$ cat config.mk
export PLATFORM = sky130hd
export DESIGN_NAME = terminal_escape_cursor_engine
export DESIGN_NICKNAME = d
export VERILOG_FILES = /design/src/design/tec_pkg.sv /design/src/design/tec_core.sv /design/src/design/tec_out_reg.sv /design/src/design/terminal_escape_cursor_engine.sv
export SDC_FILE = /design/constraint.sdc
export NUM_CORES = 1
export LEC_CHECK = 0
export BUFFER_PORTS_ARGS = -buffer_cell sky130_fd_sc_hd__buf_4
export CORE_MARGIN = 1
export CORE_UTILIZATION = 55
export DETAILED_ROUTE_END_ITERATION = 6
export PLACE_DENSITY = 0.74
export SLEW_MARGIN = 5
export SYNTH_ARGS = -nofsm -noshare
export SYNTH_HDL_FRONTEND = slang
export SYNTH_SLANG_ARGS = --single-unit
$ cat constraint.sdc
create_clock -name clk -period 9.47 [get_ports clk]
set_input_delay 0.947 -clock clk [delete_from_list [all_inputs] [get_ports clk]]
set_output_delay 0.947 -clock clk [all_outputs]
set_load 0.005 [all_outputs]
$ cat src/design/tec_pkg.sv
// Package for the terminal escape cursor engine.
// Holds the result beat type, command codes and default screen size.
// No dependencies.
package tec_pkg;

  localparam int COLUMNS_DEF = 40;
  localparam int ROWS_DEF    = 8;

  localparam logic [1:0] CMD_DRAW  = 2'd0;
  localparam logic [1:0] CMD_CLEAR = 2'd1;
  localparam logic [1:0] CMD_ERASE = 2'd2;

  typedef struct packed {
    logic [1:0] command;
    logic [5:0] cell_col;
    logic [2:0] cell_row;
    logic [7:0] glyph;
    logic [1:0] attribute;
  } tec_result_t;

endpackage

$ cat src/design/tec_core.sv
// Parser and cursor state for the terminal escape cursor engine.
// Holds cursor, phase, arguments and attribute; builds at most one result per byte.
// Depends on tec_pkg.
module tec_core #(
  parameter int COLUMNS = tec_pkg::COLUMNS_DEF,
  parameter int ROWS    = tec_pkg::ROWS_DEF
) (
  input  logic                clk,
  input  logic                rst,
  input  logic                step,
  input  logic [7:0]          char_code,
  output logic                has_result,
  output tec_pkg::tec_result_t result
);
  import tec_pkg::*;

  localparam int CW = $clog2(COLUMNS);
  localparam int RW = $clog2(ROWS);
  localparam logic [CW-1:0] COL_LAST = CW'(COLUMNS - 1);
  localparam logic [RW-1:0] ROW_LAST = RW'(ROWS - 1);

  localparam logic [2:0] PH_TEXT = 3'd0;
  localparam logic [2:0] PH_ESC  = 3'd1;
  localparam logic [2:0] PH_ARG1 = 3'd2;
  localparam logic [2:0] PH_ARG2 = 3'd3;
  localparam logic [2:0] PH_SKIP = 3'd4;

  localparam logic [7:0] CH_ESC = 8'h1B;
  localparam logic [7:0] CH_BS  = 8'h08;
  localparam logic [7:0] CH_LF  = 8'h0A;
  localparam logic [7:0] CH_CR  = 8'h0D;
  localparam logic [7:0] CH_BEL = 8'h07;
  localparam logic [7:0] CH_SO  = 8'h0E;
  localparam logic [7:0] CH_SI  = 8'h0F;
  localparam logic [7:0] GLYPH_SPACE = 8'h20;

  logic [CW-1:0] cursor_col, cursor_col_next;
  logic [RW-1:0] cursor_row, cursor_row_next;
  logic [2:0]    parse_phase, parse_phase_next;
  logic [7:0]    first_arg, first_arg_next;
  logic [7:0]    second_arg, second_arg_next;
  logic [1:0]    text_attr, text_attr_next;

  logic          is_digit;
  logic [7:0]    first_acc, second_acc;
  logic [8:0]    row9, col9, arg9, row_sum, col_sum;
  logic [RW-1:0] row_up, row_down, row_goto, row_wrap_next, row_wrap_prev;
  logic [CW-1:0] col_left, col_right, col_goto;
  logic [7:0]    goto_r, goto_c;
  logic [7:0]    col8, row8;
  logic [1:0]    attr2;

  always_comb begin
    is_digit   = (char_code >= 8'h30) && (char_code <= 8'h39);
    first_acc  = (first_arg << 3) + (first_arg << 1) + {4'b0000, char_code[3:0]};
    second_acc = (second_arg << 3) + (second_arg << 1) + {4'b0000, char_code[3:0]};

    row9 = 9'(cursor_row);
    col9 = 9'(cursor_col);
    arg9 = {1'b0, first_arg};
    row_sum = row9 + arg9;
    col_sum = col9 + arg9;
    row_up    = (row9 < arg9) ? '0 : RW'(row9 - arg9);
    row_down  = (row_sum >= 9'(ROWS)) ? ROW_LAST : RW'(row_sum);
    col_left  = (col9 < arg9) ? '0 : CW'(col9 - arg9);
    col_right = (col_sum >= 9'(COLUMNS)) ? COL_LAST : CW'(col_sum);

    goto_r = (first_arg != 8'd0) ? first_arg - 8'd1 : 8'd0;
    goto_c = (second_arg != 8'd0) ? second_arg - 8'd1 : 8'd0;
    row_goto = (9'(goto_r) >= 9'(ROWS)) ? ROW_LAST : RW'(goto_r);
    col_goto = (9'(goto_c) >= 9'(COLUMNS)) ? COL_LAST : CW'(goto_c);

    row_wrap_next = (cursor_row == ROW_LAST) ? '0 : cursor_row + RW'(1);
    row_wrap_prev = (cursor_row == '0) ? ROW_LAST : cursor_row - RW'(1);

    attr2 = (first_arg == 8'd0) ? 2'b00 : text_attr;
    if (second_arg == 8'd1) begin
      attr2 = attr2 | 2'b01;
    end else if (second_arg == 8'd7) begin
      attr2 = attr2 | 2'b10;
    end

    col8 = 8'(cursor_col);
    row8 = 8'(cursor_row);
  end

  always_comb begin
    cursor_col_next  = cursor_col;
    cursor_row_next  = cursor_row;
    parse_phase_next = parse_phase;
    first_arg_next   = first_arg;
    second_arg_next  = second_arg;
    text_attr_next   = text_attr;
    has_result       = 1'b0;
    result.command   = CMD_DRAW;
    result.cell_col  = col8[5:0];
    result.cell_row  = row8[2:0];
    result.glyph     = GLYPH_SPACE;
    result.attribute = 2'b00;

    if (char_code == CH_ESC) begin
      parse_phase_next = PH_ESC;
    end else begin
      unique case (parse_phase)
        PH_ESC: begin
          first_arg_next  = 8'd0;
          second_arg_next = 8'd0;
          if (char_code == "[") begin
            parse_phase_next = PH_ARG1;
          end else if (char_code == "(" || char_code == ")") begin
            parse_phase_next = PH_SKIP;
          end else begin
            parse_phase_next = PH_TEXT;
            if (char_code == "c") begin
              cursor_col_next = '0;
              cursor_row_next = '0;
              has_result      = 1'b1;
              result.command  = CMD_CLEAR;
              result.cell_col = 6'd0;
              result.cell_row = 3'd0;
            end
          end
        end
        PH_ARG1: begin
          if (char_code == ";") begin
            parse_phase_next = PH_ARG2;
          end else if (char_code == "?") begin
            parse_phase_next = PH_ARG1;
          end else if (is_digit) begin
            first_arg_next = first_acc;
          end else begin
            parse_phase_next = PH_TEXT;
            case (char_code)
              "H": begin
                cursor_col_next = '0;
                cursor_row_next = '0;
              end
              "m": if (first_arg == 8'd0) text_attr_next = 2'b00;
              "A": cursor_row_next = row_up;
              "B": cursor_row_next = row_down;
              "D": cursor_col_next = col_left;
              "C": cursor_col_next = col_right;
              "J": begin
                cursor_col_next = '0;
                cursor_row_next = '0;
                has_result      = 1'b1;
                result.command  = CMD_CLEAR;
                result.cell_col = 6'd0;
                result.cell_row = 3'd0;
              end
              "K": begin
                has_result     = 1'b1;
                result.command = CMD_ERASE;
              end
              default: ;
            endcase
          end
        end
        PH_ARG2: begin
          if (is_digit) begin
            second_arg_next = second_acc;
          end else begin
            parse_phase_next = PH_TEXT;
            if (char_code == "H") begin
              cursor_row_next = row_goto;
              cursor_col_next = col_goto;
            end else if (char_code == "m") begin
              text_attr_next = attr2;
            end
          end
        end
        PH_TEXT: begin
          case (char_code)
            CH_CR: cursor_col_next = '0;
            CH_LF: begin
              cursor_col_next = '0;
              cursor_row_next = row_wrap_next;
            end
            CH_BEL, CH_SO, CH_SI: ;
            CH_BS: begin
              has_result = 1'b1;
              if (cursor_col != '0) begin
                cursor_col_next = cursor_col - CW'(1);
              end else begin
                cursor_col_next = COL_LAST;
                cursor_row_next = row_wrap_prev;
              end
            end
            default: begin
              has_result       = 1'b1;
              result.glyph     = char_code;
              result.attribute = text_attr;
              if (cursor_col == COL_LAST) begin
                cursor_col_next = '0;
                cursor_row_next = row_wrap_next;
              end else begin
                cursor_col_next = cursor_col + CW'(1);
              end
            end
          endcase
        end
        default: parse_phase_next = PH_TEXT;
      endcase
    end
  end

  always_ff @(posedge clk) begin
    if (rst) begin
      cursor_col  <= '0;
      cursor_row  <= '0;
      parse_phase <= PH_TEXT;
      first_arg   <= 8'd0;
      second_arg  <= 8'd0;
      text_attr   <= 2'b00;
    end else if (step) begin
      cursor_col  <= cursor_col_next;
      cursor_row  <= cursor_row_next;
      parse_phase <= parse_phase_next;
      first_arg   <= first_arg_next;
      second_arg  <= second_arg_next;
      text_attr   <= text_attr_next;
    end
  end

  a_col_range: assert property (@(posedge clk) disable iff (rst)
    cursor_col <= COL_LAST) else $error("cursor column off screen");
  a_row_range: assert property (@(posedge clk) disable iff (rst)
    cursor_row <= ROW_LAST) else $error("cursor row off screen");
  a_phase_range: assert property (@(posedge clk) disable iff (rst)
    parse_phase <= PH_SKIP) else $error("parser phase undefined");
  a_esc_enter: assert property (@(posedge clk) disable iff (rst)
    step && (char_code == CH_ESC) |=> parse_phase == PH_ESC)
    else $error("escape did not restart sequence");

endmodule

$ cat src/design/tec_out_reg.sv
// Result register for the terminal escape cursor engine.
// Holds one result beat until the downstream side takes it.
// Depends on tec_pkg.
module tec_out_reg (
  input  logic                clk,
  input  logic                rst,
  input  logic                load,
  input  tec_pkg::tec_result_t load_data,
  input  logic                ready,
  output logic                valid,
  output logic                can_take,
  output tec_pkg::tec_result_t data
);
  import tec_pkg::*;

  assign can_take = !valid || ready;

  always_ff @(posedge clk) begin
    if (rst) begin
      valid <= 1'b0;
    end else if (load) begin
      valid <= 1'b1;
    end else if (ready) begin
      valid <= 1'b0;
    end
  end

  always_ff @(posedge clk) begin
    if (load) begin
      data <= load_data;
    end
  end

endmodule

$ cat src/design/terminal_escape_cursor_engine.sv
// Terminal escape cursor engine: takes one terminal byte per beat and returns at most one
// screen command (draw cell, clear screen, erase to end of row) per byte. A byte goes into
// an input register, is decoded combinationally against the cursor and parser state, and
// its command lands in a result register: one byte per cycle sustained unless a waiting
// result stalls the input. Bytes with no command leave no result beat. While a result
// waits and the held byte makes another command, in_ready follows out_ready combinationally.
module terminal_escape_cursor_engine #(
  parameter int COLUMNS = tec_pkg::COLUMNS_DEF,
  parameter int ROWS    = tec_pkg::ROWS_DEF
) (
  input  logic       clk,
  input  logic       rst,
  input  logic       in_valid,
  output logic       in_ready,
  input  logic [7:0] char_code,
  output logic       out_valid,
  input  logic       out_ready,
  output logic [1:0] command,
  output logic [5:0] cell_col,
  output logic [2:0] cell_row,
  output logic [7:0] glyph,
  output logic [1:0] attribute
);
  import tec_pkg::*;

  logic        in_full;
  logic [7:0]  in_char;
  logic        step;
  logic        has_result;
  logic        can_take;
  tec_result_t core_result;
  tec_result_t out_data;

  assign step     = in_full && (!has_result || can_take);
  assign in_ready = !in_full || step;

  always_ff @(posedge clk) begin
    if (rst) begin
      in_full <= 1'b0;
    end else if (in_ready) begin
      in_full <= in_valid;
    end
  end

  always_ff @(posedge clk) begin
    if (in_valid && in_ready) begin
      in_char <= char_code;
    end
  end

  tec_core #(
    .COLUMNS(COLUMNS),
    .ROWS   (ROWS)
  ) u_core (
    .clk       (clk),
    .rst       (rst),
    .step      (step),
    .char_code (in_char),
    .has_result(has_result),
    .result    (core_result)
  );

  tec_out_reg u_out (
    .clk      (clk),
    .rst      (rst),
    .load     (step && has_result),
    .load_data(core_result),
    .ready    (out_ready),
    .valid    (out_valid),
    .can_take (can_take),
    .data     (out_data)
  );

  assign command   = out_data.command;
  assign cell_col  = out_data.cell_col;
  assign cell_row  = out_data.cell_row;
  assign glyph     = out_data.glyph;
  assign attribute = out_data.attribute;

endmodule
==> reports/results.md, run 1 <==
• 61 — #FFs+latches synth
• 0.08 ns — clock slew at reported path FFs
• 8.52 ns — Required @ worst endpoint
• 8.897% — Area Growth Syn to Fin
• 28.87% — switching portion of total power
• 0 ns — setup TNS
• 52.3% — sequential group share of total power
• 9 — Num CTS Buffers
• 796 — number of fill cells
• 29.34% — normalized max-slew margin
• 7 — Pre-Repair DR Iteration Count
• 9645 um^2 — area of the die
• 0.4069 mW — Internal
• 1511 um^2 — flip-flop and latch area
• 0 — final max-slew violation count
• 6.595 — Via-to-Cell Ratio
• 61 — Num Clock Sinks
• 0.01313 ns — Post-Route Skew
• 10030 um — HPWL after detailed placement
• 3324 um^2 — total area of multi-input combinational cells
• 98.21 um — Horiz. Die Dim
• 22800 um — first-pass GRT wire length
• 37.5% — clock share of power
• reg -> reg — path class of the lowest-slack min-delay path
• 0 — count of max-cap constraint violations
• 34 — number of I/O port buffers
• met4 — uppermost layer routed
• flip-flop — Critical Path Start Type
• reg -> out — critical path start-end classification
• 98.21 um — height of the die
• 0 — number of buffers inserted to repair setup after CTS
• 57.54% — initial cell density of the core
• 0.1651 mW — NetSw
• 29.77% — aggregate global-route resource usage
• 6 — number of cells traversed by the worst register-to-register path
• 668 — final-stage net count
• 0 — number of gates resized after cts
• 4702 — vias
• 262.8 MHz — Peak Freq
• 2 — maximum root-to-sink buffer count
• 26 — pin count of the biggest net entering global routing
• 344 — Detailed Route Iter0 Violations
• 5091 um^2 — area of the mapped netlist
• 0 — number of antenna violations at the first check in global routing
• 0 — count of endpoints failing setup in the final report
• 0.34 ns — latest clock arrival within the worst-skew pair
• 0 — final hold violations
• 583 — Post-Synthesis Cells
• 12.07% — share of layout cells above drive strength 1
• 0 — CTS Hold Buffers Added
• in_ready — Critical Path Sink
• 35 — I/O pin cnt
• nand2_1 (48), ha_1 (48), nor2_1 (40) — most used cells in the layout excluding fill and tap cells
• 10.3% — power share of the combinational group
• 79 — count of cell types in the netlist
• false — unrepaired setup endpoints after global routing
• 3.805 ns — Period minus WS final
• 6720 um — total length of routed met2 wires
• 0 — # DRC
• 0 — number of inserted diodes
• 0 — YS warnings
• 5710 um — met1 wire length
• 4590 — via count of the first global-routing pass
• in_char[3] — launching element of the worst setup path
• 20 — Max FO, Critical Path
• 19.17 um — per-cell routed wire length
• 13670 um — total wirelength of the detailed-routed design
• 651 — Synthesized Nets
• 34 — row count
• yes — clock tree from TritonCTS
• 957 um — detailed route wirelength on metal3
• 1.007 — final estimated routing congestion in global placement
• 8.733 um^2 — Post-Synthesis Mean Instance Area
• 0 — total gr overflow
• 0.5720 mW — sum of internal, switching and leakage power
• 29 — number of synthesized flops with an enable pin
• 103.2 nW/um^2 — pwr/cell area
• dfxtp_1 — primary flip-flop cell chosen by synthesis mapping
• in_char[3] — worst flop-to-flop path startpoint
• 40.18% — Final period util
• clkbuf_8 — clock root buffer
• 2.177 nW — leak pwr
• 8848 um^2 — area inside the core boundary
• 2.86 ns — arrival time of the worst setup path
• 0 — DRT antenna net count
• 5.95 ns — reg-to-reg setup timing slack
• 29.69% — sequential cell area fraction in the yosys report
• 1.059 ns — Least-Margin Pin Slew
• finished, final reports clean — status
• 0.09495 mV — Worst VDD drop
• 3 — H-tree levels
• primary output — endpoint class of the critical path
• u_out.data[13] — reg-to-reg critical path endpoint
• 0% — async set-reset flop share out of synthesis
[cells by family after synthesis]
kind of cell               synth area share [%]
xor gates and xnor gates                  4.129
AOI/OAI and AO/OA                         21.16
adders and majority gates                 14.94
muxes                                    0.5898
buffers and inverters                     5.063
DFF                                       29.69
and+or+nand+nor                           24.43
[power by group through the flow]
stage / Sequential (mW) / Clock (mW) / Combinational [mW]
finish: 0.299 / 0.214 / 0.0587
global route: 0.300 / 0.230 / 0.0646
CTS: 0.299 / 0.219 / 0.0584
detailed placement: 0.305 / 0 / 0.0582
global placement: 0.304 / 0 / 0.0568
floorplan: 0.296 / 0 / 0.0430
[critical path, stage by stage, from the launching register on]
cell and delay [ns]:
edfxtp_1 0.88, nor2b_1 0.42, nand2_1 0.18, o21ai_0 0.39, o21ai_0 0.20, inv_1 0.11
nand4b_1 0.14, buf_4 0.18
[cells in the mapped netlist, drive strengths merged (8+ instances only)]
cell type,n,share of area (%)
a21o,9,1.3
a21oi,36,3.5
and2,10,1.2
and3,8,0.98
clkbuf,25,1.9
dfxtp,32,13
edfxtp,29,17
fa,8,3.1
ha,48,12
inv,35,2.6
nand2,48,3.5
nand3,14,1.5
nand4,10,1.2
nor2,41,3.0
nor2b,13,1.6
nor3,14,1.4
nor3b,8,1.3
nor4,9,1.2
o21ai,20,2.0
or3,13,1.6
xnor2,17,2.9
[stage by stage]
step | util (%) | std cells | hold slack (ns) | setup slack (ns) | instance area (um^2)
after floorplan | - | 583 | 0.4242 | 6.503 | 5091
after global placement | 60.72 | 697 | 0.4573 | 6.084 | 5373
after detailed placement | 60.72 | 697 | 0.4579 | 6.047 | 5373
after CTS | 62.66 | 713 | 0.4700 | 5.747 | 5544
after global routing | 62.66 | 713 | 0.5125 | 5.526 | 5544
final | 62.66 | 713 | 0.4673 | 5.665 | 5544
[registers in the layout, indices dropped and copies added (netlist names), 2 cells and up]
| signal | cells |
|---|---|
| in_char | 8 |
| u_core.cursor_col | 6 |
| u_core.cursor_row | 3 |
| u_core.first_arg | 8 |
| u_core.parse_phase | 3 |
| u_core.second_arg | 8 |
| u_core.text_attr | 2 |
| u_out.data | 21 |
[how the worst min path moves through the flow]
stage,start,endpoint,cells past startpoint
final,u_core.first_arg[7],u_core.first_arg[7],2
after global routing,u_core.text_attr[1],u_core.text_attr[1],1
after CTS,u_core.first_arg[7],u_core.first_arg[7],2
after detailed placement,u_core.first_arg[7],u_core.first_arg[7],2
after global placement,u_core.first_arg[7],u_core.first_arg[7],2
after floorplan,u_core.text_attr[0],u_core.text_attr[0],1
[final cells by class]
class	instances	share of cell area, %
tap	108	2.437
sequential	61	27.26
clock inverter	7	0.8576
inverter	35	2.370
clock buffer	9	2.234
multi-input combinational	457	59.96
timing repair buffer	36	4.875
[layer usage]
metal  global-route usage [%]  vias to the layer above
li1                         -                     2215
met2                    51.14                      198
met1                    37.98                     2259
met3                    4.796                       30
met5                        0                        -
met4                    10.22                        0
No activity file was read; power rests on OpenSTA's default activity.
==> run 2, diff against run 1 <==
==> constraint.sdc (replaced) <==
create_clock -name clk -period 3.98 [get_ports clk]
set_input_delay 0.398 -clock clk [delete_from_list [all_inputs] [get_ports clk]]
set_output_delay 0.398 -clock clk [all_outputs]
set_load 0.005 [all_outputs]
==> run 2 against run 1 <==
Compared with the run above:
- the flow now finishes with violations (design-rule violations)
- non-clock buffer count is 5 higher
- combinational power is 140% higher
- cell area is 0.61% higher
- sequential power is 140% higher
- critical endpoint is now u_core.cursor_col[4]
- critical path depth is 3 higher
- largest power group unchanged
- first-iteration DRC count is 22% higher
- utilization is 0.38 points higher
- final cell count is 0.70% higher
- die area stayed put
- critical path type is now reg -> reg
- routed wire length is 0.75% higher
==> reports/results.md, run 2 (synthesized netlist as in run 1, its figures left out) <==
• clkbuf_8 — clock root buffer
• flip-flop — Critical Path Start Type
• 0.1943 mV — Worst VDD drop, +100%
• met2 — GRT Max-Usage Layer
• 98.21 um — Horiz. Die Dim, unchanged
• 12.79% — share of layout cells above drive strength 1, +0.72 points
• ha_1 > inv_1 > fa_1 > nor2_1 > o221ai_1 > a2111oi_0 > o21bai_1 > or4_1 > nand3_1 > a22o_1 — ordered list of cells on the worst path
• false — unrepaired setup endpoints after global routing
• compound AO/OA/AOI/OAI gates — cell class contributing the biggest share of worst-path delay
• 3.45 ns — arrival time of the worst setup path, +0.59 ns
• 0.8817 ns — Least-Margin Pin Slew, -0.1770 ns
• 0.35 ns — latest clock arrival within the worst-skew pair, about the same
• complete, but fails checks — status
• in -> reg — path class of the lowest-slack min-delay path
• 0 — number of gates resized after cts, unchanged
• 0 — count of max-cap constraint violations, unchanged
• 3.165 ns — Period minus WS final
• 21 — max FFs per register, unchanged
• nand2_1 (48), ha_1 (48), buf_4 (41) — most used cells in the layout excluding fill and tap cells
• 0 — final max-slew violation count, unchanged
• 57.54% — initial cell density of the core, unchanged
• 5578 um^2 — Post-Layout Inst Area, +0.61%
• 40.96% — normalized max-slew margin, +12 points
• 0 — total gr overflow, unchanged
• 0 — DRT antenna net count, unchanged
• 7 — Pre-Repair DR Iteration Count, unchanged
• 1.003 — final estimated routing congestion in global placement, -0.40%
• 673 — final-stage net count, +0.75%
• 4622 — vias, -1.7%
• 4501 — via count of the first global-routing pass, -1.9%
• flip-flop — endpoint class of the critical path
• 13770 um — total wirelength of the detailed-routed design, +0.75%
• 98.21 um — height of the die, unchanged
• yes — clock tree from TritonCTS
• 240.3 nW/um^2 — pwr/cell area, +130%
• 316.0 MHz — Peak Freq
• 0.07 ns — clock slew at reported path FFs, about the same
• 6.586% — met3 Use GR, +1.8 points
• 0.60 ns — slowest cell delay on critical path, -0.28 ns
• 34 — row count, unchanged
• 26 — pin count of the biggest net entering global routing, unchanged
• 22910 um — first-pass GRT wire length, +0.46%
• 35 — I/O pin cnt, unchanged
• 61 — Num Clock Sinks, unchanged
• 39.37% — met1 Use GR, +1.4 points
• reg -> reg — critical path start-end classification
• 0 — count of endpoints failing setup in the final report, unchanged
• 34 — number of I/O port buffers, unchanged
• dfxtp_1 — cell type of the slowest stage on the worst timing path
• 1 — # DRC, +1
• 0.01008 ns — Post-Route Skew, -0.003053 ns
• 3 — H-tree levels, unchanged
• 9.560% — Area Growth Syn to Fin
• 10410 um — HPWL after detailed placement, +3.8%
• design-rule violations — violated checks
• 5410 um^2 — Post-DP Area, +0.70%
• 421 — Detailed Route Iter0 Violations, +22%
• 0 — CTS Hold Buffers Added, unchanged
• 9 — Num CTS Buffers, unchanged
• 0 — final hold violations, unchanged
• 0 ns — setup TNS, unchanged
• 0 — number of buffers inserted to repair setup after CTS, unchanged
• 19.18 um — per-cell routed wire length, about the same
• 79.51% — Final period util
• 1 — combined buffer and inverter count along the critical path, -1
• 0 — number of antenna violations at the first check in global routing, unchanged
• 30.30% — aggregate global-route resource usage, +0.54 points
• 10 — Max FO, Critical Path, -50%
• 49.40% — met2 track demand over resource in global routing, -1.7 points
• 4.27 ns — Required @ worst endpoint, -4.25 ns
• 6.437 — Via-to-Cell Ratio, -2.4%
• 8848 um^2 — area inside the core boundary, unchanged
• 2 — maximum root-to-sink buffer count, unchanged
• u_out.data — register ranked first by flip-flop count
• 0 — number of inserted diodes, unchanged
• 2.201 nW — leak pwr, +1.1%
• 9645 um^2 — area of the die, unchanged
==> run 2: worst paths after layout <==
path	cells after the start	slack [ns]	endpoint	from
worst min-delay path	1	0.22	in_char[0]	char_code[0]
worst max-delay path	10	0.82	u_core.cursor_col[4]	u_core.first_arg[0]
worst min register to register	2	0.47	u_core.first_arg[7]	u_core.first_arg[7]
worst max register to register	10	0.82	u_core.cursor_col[4]	u_core.first_arg[0]
==> run 2: stage by stage <==
stage | utilization, % | setup WS [ns] | std cells | total power [mW] | hold WS (ns)
6_report | 63.04 | 0.8155 | 718 | 1.340 | 0.2154
5_1_grt | 63.04 | 0.4715 | 718 | 1.393 | 0.1980
4_1_cts | 63.04 | 0.7995 | 718 | 1.347 | 0.2023
3_5_place_dp | 61.14 | 0.8331 | 702 | 0.8627 | 0.4650
3_3_place_gp | 61.14 | 0.9362 | 702 | 0.8596 | 0.4567
2_1_floorplan | - | 1.013 | 583 | 0.8073 | 0.4242
==> run 2: worst register-to-register path, delay by kind of cell (launching register included) <==
kind	cells	cell delay, ns
buffers and inverters	1	0.05
AND/OR/NAND/NOR	3	0.78
AO/OA/AOI/OAI	4	1.00
flip-flops	1	0.60
adder cells (fa/ha/maj)	2	0.67
==> run 2: layout make-up <==
type,count,area [um^2]
inverter,35,131.4
sequential,61,1511
multi-input combinational,457,3324
clock buffer,10,127.6
tap,108,135.1
timing repair buffer,41,307.8
clock inverter,6,40.04
fill,786,3271
==> run 2: routing by layer <==
| layer | vias to the layer above | routed length, um |
|---|---|---|
| li1 | 2230 | - |
| met1 | 2194 | 5924 |
| met2 | 169 | 6577 |
| met3 | 29 | 922 |
| met4 | 0 | 348 |
| met5 | - | 0 |
==> run 2: power by group <==
part | total (mW) | internal (mW) | switching, mW
logic | 0.141 | 0.0634 | 0.0774
clock network | 0.490 | 0.224 | 0.265
registers | 0.710 | 0.678 | 0.0317
total | 1.34 | 0.966 | 0.375
==> run 3, diff against run 2 <==
--- a/config.mk
+++ b/config.mk
@@ -9,7 +9,7 @@
 export CORE_MARGIN = 1
 export CORE_UTILIZATION = 55
 export DETAILED_ROUTE_END_ITERATION = 6
-export PLACE_DENSITY = 0.74
+export PLACE_DENSITY = 0.76
 export SLEW_MARGIN = 5
 export SYNTH_ARGS = -nofsm -noshare
 export SYNTH_HDL_FRONTEND = slang
==> constraint.sdc (replaced) <==
create_clock -name clk -period 2.86 [get_ports clk]
set_input_delay 0.286 -clock clk [delete_from_list [all_inputs] [get_ports clk]]
set_output_delay 0.286 -clock clk [all_outputs]
set_load 0.005 [all_outputs]
==> run 3 against run 2 <==
Compared with the run above:
- the run now ends clean
- largest cell class unchanged
- sequential power grew 36%
- die area unchanged
- global-route usage is essentially flat
- highest routed layer unchanged
==> reports/results.md, run 3 (synthesized netlist as in run 1, its figures left out) <==
• 4874 — vias, +5.5%
• 96.88% — Final period util, +17 points
• 0.9568 — final estimated routing congestion in global placement, -4.6%
• 21 — max FFs per register, unchanged
• 8848 um^2 — area inside the core boundary, unchanged
• 347.0 nW/um^2 — pwr/cell area, +44%
• 6.330 — Via-to-Cell Ratio, -1.7%
• 3.09 ns — Required @ worst endpoint, -1.18 ns
• 0.3033 mV — Worst VDD drop, +56%
• 725 — final-stage net count, +7.7%
• 0 — final hold violations, unchanged
• 0 — count of endpoints failing setup in the final report, unchanged
• 23160 um — first-pass GRT wire length, +1.1%
• 0.57 ns — slowest cell delay on critical path, -0.03 ns
• 7 — Pre-Repair DR Iteration Count, unchanged
• buf_4 — commonest non-fill, non-tap cell in the layout
• 4726 — via count of the first global-routing pass, +5.0%
• 0 — number of inserted diodes, unchanged
• simple AND/OR/NAND/NOR gates — cell class contributing the biggest share of worst-path delay
• 61 — Num Clock Sinks, unchanged
• 53.10% — normalized max-slew margin, +12 points
• or4b_4 — cell type of the slowest stage on the worst timing path
• in -> reg — path class of the lowest-slack min-delay path
• 0 — number of antenna violations at the first check in global routing, unchanged
• u_out.data — register ranked first by flip-flop count
• 2.771 ns — Period minus WS final, -0.3938 ns
• 0.35 ns — latest clock arrival within the worst-skew pair, about the same
• 0 — DRT antenna net count, unchanged
• 57.54% — initial cell density of the core, unchanged
• 30.34% — aggregate global-route resource usage, +0.032 points
• 2.494 nW — leak pwr, +13%
• flip-flop — Critical Path Start Type
• 14050 um — total wirelength of the detailed-routed design, +2.0%
• 3 — H-tree levels, unchanged
• 9645 um^2 — area of the die, unchanged
• 0.6988 ns — Least-Margin Pin Slew, -0.1830 ns
• 0.1015 ns — worst hold-check slack, -0.1138 ns
• 35 — I/O pin cnt, unchanged
• 3.00 ns — arrival time of the worst setup path, -0.45 ns
• 0.009870 ns — Post-Route Skew, -0.0002056 ns
• clkbuf_8 — clock root buffer
• buf_4 (92), nand2_1 (48), ha_1 (48) — most used cells in the layout excluding fill and tap cells
• or4b_4 > or4b_1 > a32o_1 > a311oi_2 > nand3_2 > buf_4 > nor3_1 > a211oi_1 — ordered list of cells on the worst path
• 34 — row count, unchanged
• 19.32% — Area Growth Syn to Fin
• 0 — # DRC, -1
• 21.00% — share of layout cells above drive strength 1, +8.2 points
• 34 — number of I/O port buffers, unchanged
• 360.9 MHz — Peak Freq, +14%
• 0 — CTS Hold Buffers Added, unchanged
• 98.21 um — Horiz. Die Dim, unchanged
• reg -> reg — critical path start-end classification
• 10400 um — HPWL after detailed placement, -0.13%
• finished, final reports clean — status
• 1 — combined buffer and inverter count along the critical path, unchanged
• 2 — maximum root-to-sink buffer count, unchanged
• 0 — count of max-cap constraint violations, unchanged
• 676 — number of fill cells, -14%
• 9 — Num CTS Buffers, unchanged
• 18.25 um — per-cell routed wire length, -4.9%
• 98.21 um — height of the die, unchanged
• 0.08 ns — clock slew at reported path FFs, about the same
• 0 — total gr overflow, unchanged
• 0 ns — setup TNS, unchanged
• 26 — pin count of the biggest net entering global routing, unchanged
• 5 — Max FO, Critical Path, -5
• 2.108 mW — sum of internal, switching and leakage power, +57%
• yes — clock tree from TritonCTS
• flip-flop — endpoint class of the critical path
• 0 — final max-slew violation count, unchanged
• 308 — Detailed Route Iter0 Violations, -27%
## run 3: per-layer routing
layer | track usage [%] | routed length (um)
met5 | 0 | 0
met4 | 11.94 | 378
met3 | 4.223 | 932
met2 | 51.30 | 6704
met1 | 39.22 | 6035
## run 3: per-stage QoR
step | cells | area (um^2) | utilization (%) | setup WS, ns
6_report | 770 | 6075 | 68.65 | 0.08921
5_1_grt | 770 | 6075 | 68.65 | -0.02564
3_3_place_gp | 747 | 5761 | 65.10 | 0.1722
4_1_cts | 763 | 5982 | 67.60 | 0.03858
3_5_place_dp | 747 | 5761 | 65.10 | 0.06715
2_1_floorplan | 583 | 5094 | - | 0.05294
## run 3: worst paths after layout
path | from | end | slack, ns | cells after the start
setup / recovery | in_char[4] | u_core.cursor_row[2] | 0.09 | 8
setup reg to reg | in_char[4] | u_core.cursor_row[2] | 0.09 | 8
hold / removal | char_code[0] | in_char[0] | 0.10 | 1
hold reg to reg | u_core.first_arg[7] | u_core.first_arg[7] | 0.48 | 2
## run 3: worst reg2reg max path: cells and delay by family, from the launching register on
kind	cells	cell delay, ns
simple gates	4	1.52
compound gates	3	0.55
flops	1	0.39
buf+inv	1	0.19
## run 3: power by group
part	switching (mW)	internal [mW]
clock network	0.390	0.493
logic	0.139	0.119
registers	0.0227	0.943
## run 3: layout make-up
type,count,area (um^2),share of cell area (%)
clock inverters,7,97.59,1.607
clock buffers,9,123.9,2.039
inverters,35,131.4,2.163
flip-flops and latches,61,1513,24.90
multi-input cells,457,3363,55.37
well taps,108,135.1,2.225
repair buffers,93,710.7,11.70
## run 3: what timing repair did
action,in CTS,in global routing
endpoints found under the setup margin,0,11
gates resized for setup,0,11
buffers inserted,0,7
